### config.mk
export PLATFORM = sky130hd
export DESIGN_NAME = msrd_div
export DESIGN_NICKNAME = d
export VERILOG_FILES = /design/src/rtl/msrd_pkg.sv /design/src/rtl/msrd_div.sv
export SDC_FILE = /design/constraint.sdc
export NUM_CORES = 1
export LEC_CHECK = 0
export ABC_CLOCK_PERIOD_IN_PS = 5850
export BUFFER_PORTS_ARGS = -buffer_cell sky130_fd_sc_hd__buf_2
export CORE_AREA = 2 2 86 80
export DETAILED_ROUTE_END_ITERATION = 7
export DIE_AREA = 0 0 88 82
export GPL_TIMING_DRIVEN = 0
export HOLD_SLACK_MARGIN = 0.15
export PLACE_DENSITY = 0.67
export REMOVE_ABC_BUFFERS = 1
export SYNTH_ARGS = -nofsm -noshare
export SYNTH_HDL_FRONTEND = slang
export SYNTH_SLANG_ARGS = --single-unit
export TNS_END_PERCENT = 10
### constraint.sdc
create_clock -name clk -period 5.85 [get_ports clk]
set_input_delay 1.17 -clock clk [delete_from_list [all_inputs] [get_ports clk]]
set_output_delay 1.17 -clock clk [all_outputs]
set_load 0.02 [all_outputs]
### src/rtl/msrd_pkg.sv
// Package for the max-sample raster downscaler: word types, register indexes and fixed widths.
// Used by the divider, the core and the testbench; it depends on nothing else.
`timescale 1ns / 1ps

package msrd_pkg;

    // Widths fixed by the word formats.
    localparam int VALUE_W = 32;   // elevation sample and view value
    localparam int POS_W   = 8;    // row and column fields of a command word
    localparam int CFG_W   = 9;    // configuration registers
    localparam int COORD_W = 9;    // source coordinates computed for a query
    localparam int PROD_W  = 18;   // coordinate times scale products
    localparam int DIV_RADIX_BITS = 2;                  // quotient bits per divider cycle
    localparam int DIV_STEPS = PROD_W / DIV_RADIX_BITS; // divider steps per division

    // Configuration register indexes.
    localparam logic [1:0] CFG_ROWS_IN_USE = 2'd0;
    localparam logic [1:0] CFG_COLS_IN_USE = 2'd1;
    localparam logic [1:0] CFG_SOURCE_SIZE = 2'd2;
    localparam logic [1:0] CFG_TARGET_SIZE = 2'd3;

    localparam logic [CFG_W-1:0] CFG_RESET_VALUE = 9'd256;

    // Command kinds.
    localparam logic KIND_WRITE = 1'b0;
    localparam logic KIND_QUERY = 1'b1;

    typedef struct packed {
        logic                      kind;
        logic [POS_W-1:0]          row;
        logic [POS_W-1:0]          col;
        logic signed [VALUE_W-1:0] sample;
    } cmd_word_t;

    typedef struct packed {
        logic signed [VALUE_W-1:0] view_value;
        logic                      outside_view;
    } result_word_t;

    // Status returned by the divider.
    typedef struct packed {
        logic               done;
        logic [PROD_W-1:0]  quotient;
        logic [CFG_W-1:0]   remainder;
    } div_res_t;

endpackage

### src/rtl/msrd_div.sv
// Iterative restoring divider, two quotient bits per cycle, for the source coordinate mapping.
// Depends on msrd_pkg for widths and the result struct.
`timescale 1ns / 1ps

module msrd_div (
    input  logic                         clk,
    input  logic                         rst_n,
    input  logic                         start,
    input  logic [msrd_pkg::PROD_W-1:0]  dividend,
    input  logic [msrd_pkg::CFG_W-1:0]   divisor,
    output msrd_pkg::div_res_t           res
);

    localparam int CNT_W = $clog2(msrd_pkg::DIV_STEPS);
    localparam int DW    = msrd_pkg::PROD_W;
    localparam int SW    = msrd_pkg::CFG_W;

    logic             run_reg;
    logic             done_reg;
    logic [CNT_W-1:0] cnt_reg;
    logic [DW-1:0]    quo_reg;
    logic [SW-1:0]    rem_reg;
    logic [SW-1:0]    dvs_reg;
    logic [DW-1:0]    quo_next;
    logic [SW-1:0]    rem_next;

    // Two dependent shift-compare-subtract steps per cycle.
    always_comb
    begin
        logic [SW:0] trial;
        quo_next = quo_reg;
        rem_next = rem_reg;
        for (int k = 0; k < msrd_pkg::DIV_RADIX_BITS; k++)
        begin
            trial    = {rem_next, quo_next[DW-1]};
            quo_next = {quo_next[DW-2:0], 1'b0};
            if (trial >= {1'b0, dvs_reg})
            begin
                rem_next    = SW'(trial - {1'b0, dvs_reg});
                quo_next[0] = 1'b1;
            end
            else
            begin
                rem_next = trial[SW-1:0];
            end
        end
    end

    always_ff @(posedge clk or negedge rst_n)
    begin
        if (!rst_n)
        begin
            run_reg  <= 1'b0;
            done_reg <= 1'b0;
            cnt_reg  <= '0;
        end
        else if (start)
        begin
            run_reg  <= 1'b1;
            done_reg <= 1'b0;
            cnt_reg  <= '0;
        end
        else if (run_reg)
        begin
            cnt_reg <= cnt_reg + 1'b1;
            if (cnt_reg == CNT_W'(msrd_pkg::DIV_STEPS - 1))
            begin
                run_reg  <= 1'b0;
                done_reg <= 1'b1;
            end
        end
        else
        begin
            done_reg <= 1'b0;
        end
    end

    always_ff @(posedge clk)
    begin
        if (start)
        begin
            quo_reg <= dividend;
            rem_reg <= '0;
            dvs_reg <= divisor;
        end
        else if (run_reg)
        begin
            quo_reg <= quo_next;
            rem_reg <= rem_next;
        end
    end

    assign res.done      = done_reg;
    assign res.quotient  = quo_reg;
    assign res.remainder = rem_reg;

endmodule

==> impl_table.tex <==
\begin{tabular}{lr}
\hline
Metric & Value \\
\hline
\multicolumn{2}{l}{\textbf{Layout}} \\
Core Util, Final & 50.34\% \\
Most frequent cells in the layout & buf\_2 (57), edfxtp\_1 (27), ha\_1 (20) \\
Syn-to-layout area delta & 14.86\% \\
Number of flip-flops in the largest register & 18 \\
Count of antenna diodes in the layout & 0 \\
Final standard cell area without fillers & approximately 3200 sq um \\
Most common cell after layout, fill and taps aside & buf\_2 \\
Share of cells above drive strength 1 & 33.22\% \\
\# nets final & roughly 350 \\
\multicolumn{2}{l}{\textbf{Worst setup path}} \\
Peak fanout along the critical path & 11 \\
Critical Path End Type & flop \\
Max incr delay on CP & between 0.4 and 0.5 ns \\
Worst endpoint data arrival time & approximately 4.6 ns \\
Category of the critical setup timing path & reg2reg \\
Category of cells accounting for the largest share of critical-path delay & compound AO/OA/AOI/OAI gates \\
Kind of launch point of the worst setup path & flop \\
Req. time, crit path & approximately 6.1 ns \\
Slowest stage cell on the critical path & mux2\_1 \\
Buffers and inverters on the worst path & 2 \\
Cells along the critical path & inv\_1 -> ha\_1 -> inv\_1 -> fa\_1 -> a211oi\_2 -> o211a\_4 -> o21ai\_4 -> mux2\_1 -> ha\_1 -> a21oi\_1 -> a21oi\_1 -> o21ai\_0 -> o211ai\_2 -> mux2\_1 -> a211oi\_2 \\
\multicolumn{2}{l}{\textbf{Timing}} \\
Worst relative slew slack & about two fifths \\
Slew at the pin closest to its max-slew limit & 0.8852 ns \\
Post-Route Setup TNS & 0 ns \\
Number of failing setup endpoints in the final timing report & 0 \\
Final max-slew violation count & 0 \\
Worst clock skew & between 0.009 and 0.01 ns \\
Min Hold Slack & 0.5005 ns \\
Final clock period utilization by the worst path & approximately three quarters \\
Unrepaired setup endpoints after global routing & false \\
Post-layout min period & $\sim$4.4 ns \\
Hold Violations, Final & 0 \\
Top achievable clock speed & roughly 230 MHz \\
\multicolumn{2}{l}{\textbf{Floorplanning}} \\
DIE AREA & 7216 sq um \\
Horizontal die dimension & between 80 and 90 microns \\
Core area & 6341 sq um \\
Starting density of the core & between 40\% and 50\% \\
Number of top-level pins & 58 \\
Chip Height & 82 microns \\
Number of core rows & 28 \\
\multicolumn{2}{l}{\textbf{GRT}} \\
Vias in the first global route & $\sim$2000 \\
Antenna violations before repair & 0 \\
First-pass GRT wire length & between 9000 and 10000 microns \\
Gr usage total & 17.15\% \\
Maximum number of pins on one net before global-route repair & between 40 and 50 \\
Overflow after GRT & 0 \\
\multicolumn{2}{l}{\textbf{Logic synthesis}} \\
Most used DFF post-synth & edfxtp\_1 \\
Mean Syn Cell Area & between 10 and 15 sq um \\
Count of flip-flops with a built-in enable after synthesis & 27 \\
Post-synthesis register bit count & 42 \\
Unique masters post-synth & 52 \\
Combined area of all synthesized cells & $\sim$2800 sq um \\
Mapped Cells & about 250 \\
Proportion of register bits with asynchronous set or reset after synthesis & around 14\% \\
Synth Warn \# & 0 \\
Share of synthesized area occupied by flip-flops and latches & 41.06\% \\
\multicolumn{2}{l}{\textbf{Pwr}} \\
Clock power frac & a little under an eighth \\
Switching power total & around 700 uW \\
Combinational Power Share & 62.5\% \\
Worst vdd ir & between 0.2 and 0.25 mV \\
Total power per unit cell area & about 500 nW/um\^{}2 \\
Leakage & $\sim$0.0014 uW \\
Sequential cell fraction of total power & a little over a quarter \\
Internal power component & slightly above 900 uW \\
Sw Ratio & 44.03\% \\
\multicolumn{2}{l}{\textbf{Min path}} \\
Kind of path behind the tightest hold check & reg2reg \\
\multicolumn{2}{l}{\textbf{Placed design}} \\
Gp weighted congestion & around 0.85 \\
Placed cell areas & between 3000 and 4000 sq um \\
Placed wire-length estimate after detailed placement & between 4000 and 5000 microns \\
Number of port buffers & 57 \\
\multicolumn{2}{l}{\textbf{Route}} \\
Total Wirelength & approximately 5700 microns \\
Avg Vias per Cell & between 5 and 6 \\
Initial DRC count & 86 \\
Number of nets with antenna violations after routing & 0 \\
DR WL/cell & between 10 and 15 microns \\
Vias post-DR & 2000 \\
Number of remaining DRC errors & 0 \\
Initial DRT Pass Iterations & 4 \\
\multicolumn{2}{l}{\textbf{Clock tree}} \\
TritonCTS Buffers & 5 \\
CTS tree & yes \\
Setup repair bufs after CTS & 0 \\
Largest buffer count on any clock path & 2 \\
H-Tree Depth & 2 \\
Worst-Skew Late Latency & 0.30 ns \\
Resize count post-CTS & 0 \\
Cell at the root of the clock tree & clkbuf\_8 \\
CTS hold repair buffers & 0 \\
Clock slew at the register clock pins of the worst setup and hold paths & 0.09 ns \\
Sinks on Clock Net & 42 \\
\multicolumn{2}{l}{\textbf{Outcome}} \\
Result of the run & complete, no violations \\
\multicolumn{2}{l}{\textbf{Run}} \\
Number of max-cap violations & 0 \\
\hline
\end{tabular}
[synth_stat cells (3+ instances only)]
master | instances | area, sq um
xnor2_1 | 5 | 43.79
dfrtp_1 | 6 | 150.1
o211ai_2 | 3 | 37.54
edfxtp_1 | 27 | 810.8
nand2b_1 | 5 | 31.28
nand2_1 | 9 | 33.78
dfxtp_1 | 9 | 180.2
o21a_1 | 4 | 30.03
nand3_1 | 3 | 15.01
mux2_2 | 19 | 214.0
ha_1 | 20 | 250.2
buf_4 | 5 | 37.54
xor2_1 | 6 | 52.55
o21ai_0 | 6 | 30.03
inv_1 | 16 | 60.06
a211oi_1 | 7 | 52.55
o22ai_1 | 3 | 18.77
nand4_1 | 4 | 25.02
o211ai_1 | 3 | 22.52
a21oi_1 | 11 | 55.05
mux2i_1 | 9 | 90.09
clkbuf_1 | 3 | 11.26
nor3_1 | 4 | 20.02
nor2_1 | 19 | 71.32
mux2_1 | 4 | 45.04
[final cells by class]
cell class                 count  area [sq um]
fill                         590          3149
multi-input combinational    178          1506
sequential                    42          1141
timing repair buffer          57         285.3
tap                           90         112.6
clock buffer                   6         72.57
inverter                      16         60.06
clock inverter                 2         13.76
[metrics by stage]
stage / worst slack (ns) / std cells / power (uW)
after floorplan: 1.906 / 236 / 1224
after global placement: 1.506 / 383 / 1430
after detailed placement: 1.498 / 383 / 1443
after CTS: 1.458 / 391 / 1639
after global routing: 1.179 / 391 / 1754
final: 1.461 / 391 / 1630
[logic make-up (layout without fill, tap and decap cells)]
logic type                 count (synthesis)  after routing  synth area share, %
DFF                                       42             42                41.06
adders and majority gates                 22             22                10.45
buffers and inverters                     26             81                4.728
and+or+nand+nor                           52             52                9.185
xor gates and xnor gates                  11             11                3.467
AOI/OAI and AO/OA                         61             61                18.55
muxes                                     32             32                12.56
[power groups by stage]
stage | logic, uW | registers [uW] | clock network (uW)
2_1_floorplan | 743 | 481 | 0
3_3_place_gp | 998 | 431 | 0
3_5_place_dp | 1010 | 431 | 0
4_1_cts | 1020 | 426 | 195
5_1_grt | 1120 | 434 | 202
6_report | 1020 | 425 | 186
[path summary, 6_finish.rpt]
kind / to / startpoint / cells past startpoint / slack (ns)
max: rem_reg[0] / quo_reg[17] / 15 / 1.46
min: rem_reg[8] / rem_reg[8] / 2 / 0.50
max reg2reg: rem_reg[0] / quo_reg[17] / 15 / 1.46
min reg2reg: rem_reg[8] / rem_reg[8] / 2 / 0.50
max in group asynchronous: cnt_reg[1] / rst_n / 1 / 5.02
min in group asynchronous: done_reg / rst_n / 1 / 0.68
[routing by layer]
metal  track usage (%)  share of wire (%)  up-vias
met4             5.846               0.88        0
met1             23.24                 49      923
met2             26.36                 45       43
met5                 0                  0        -
li1                  -                  -     1030
met3             4.824                5.1        4
[worst reg2reg max path, delay by kind of cell, from the launching register on]
kind	cells	cell delay [ns]
mux	2	0.83
fa+ha+maj	3	0.96
compound gates	8	1.97
flops	1	0.39
buf+inv	2	0.16
Note: power is estimated with default switching activity, not from simulation.
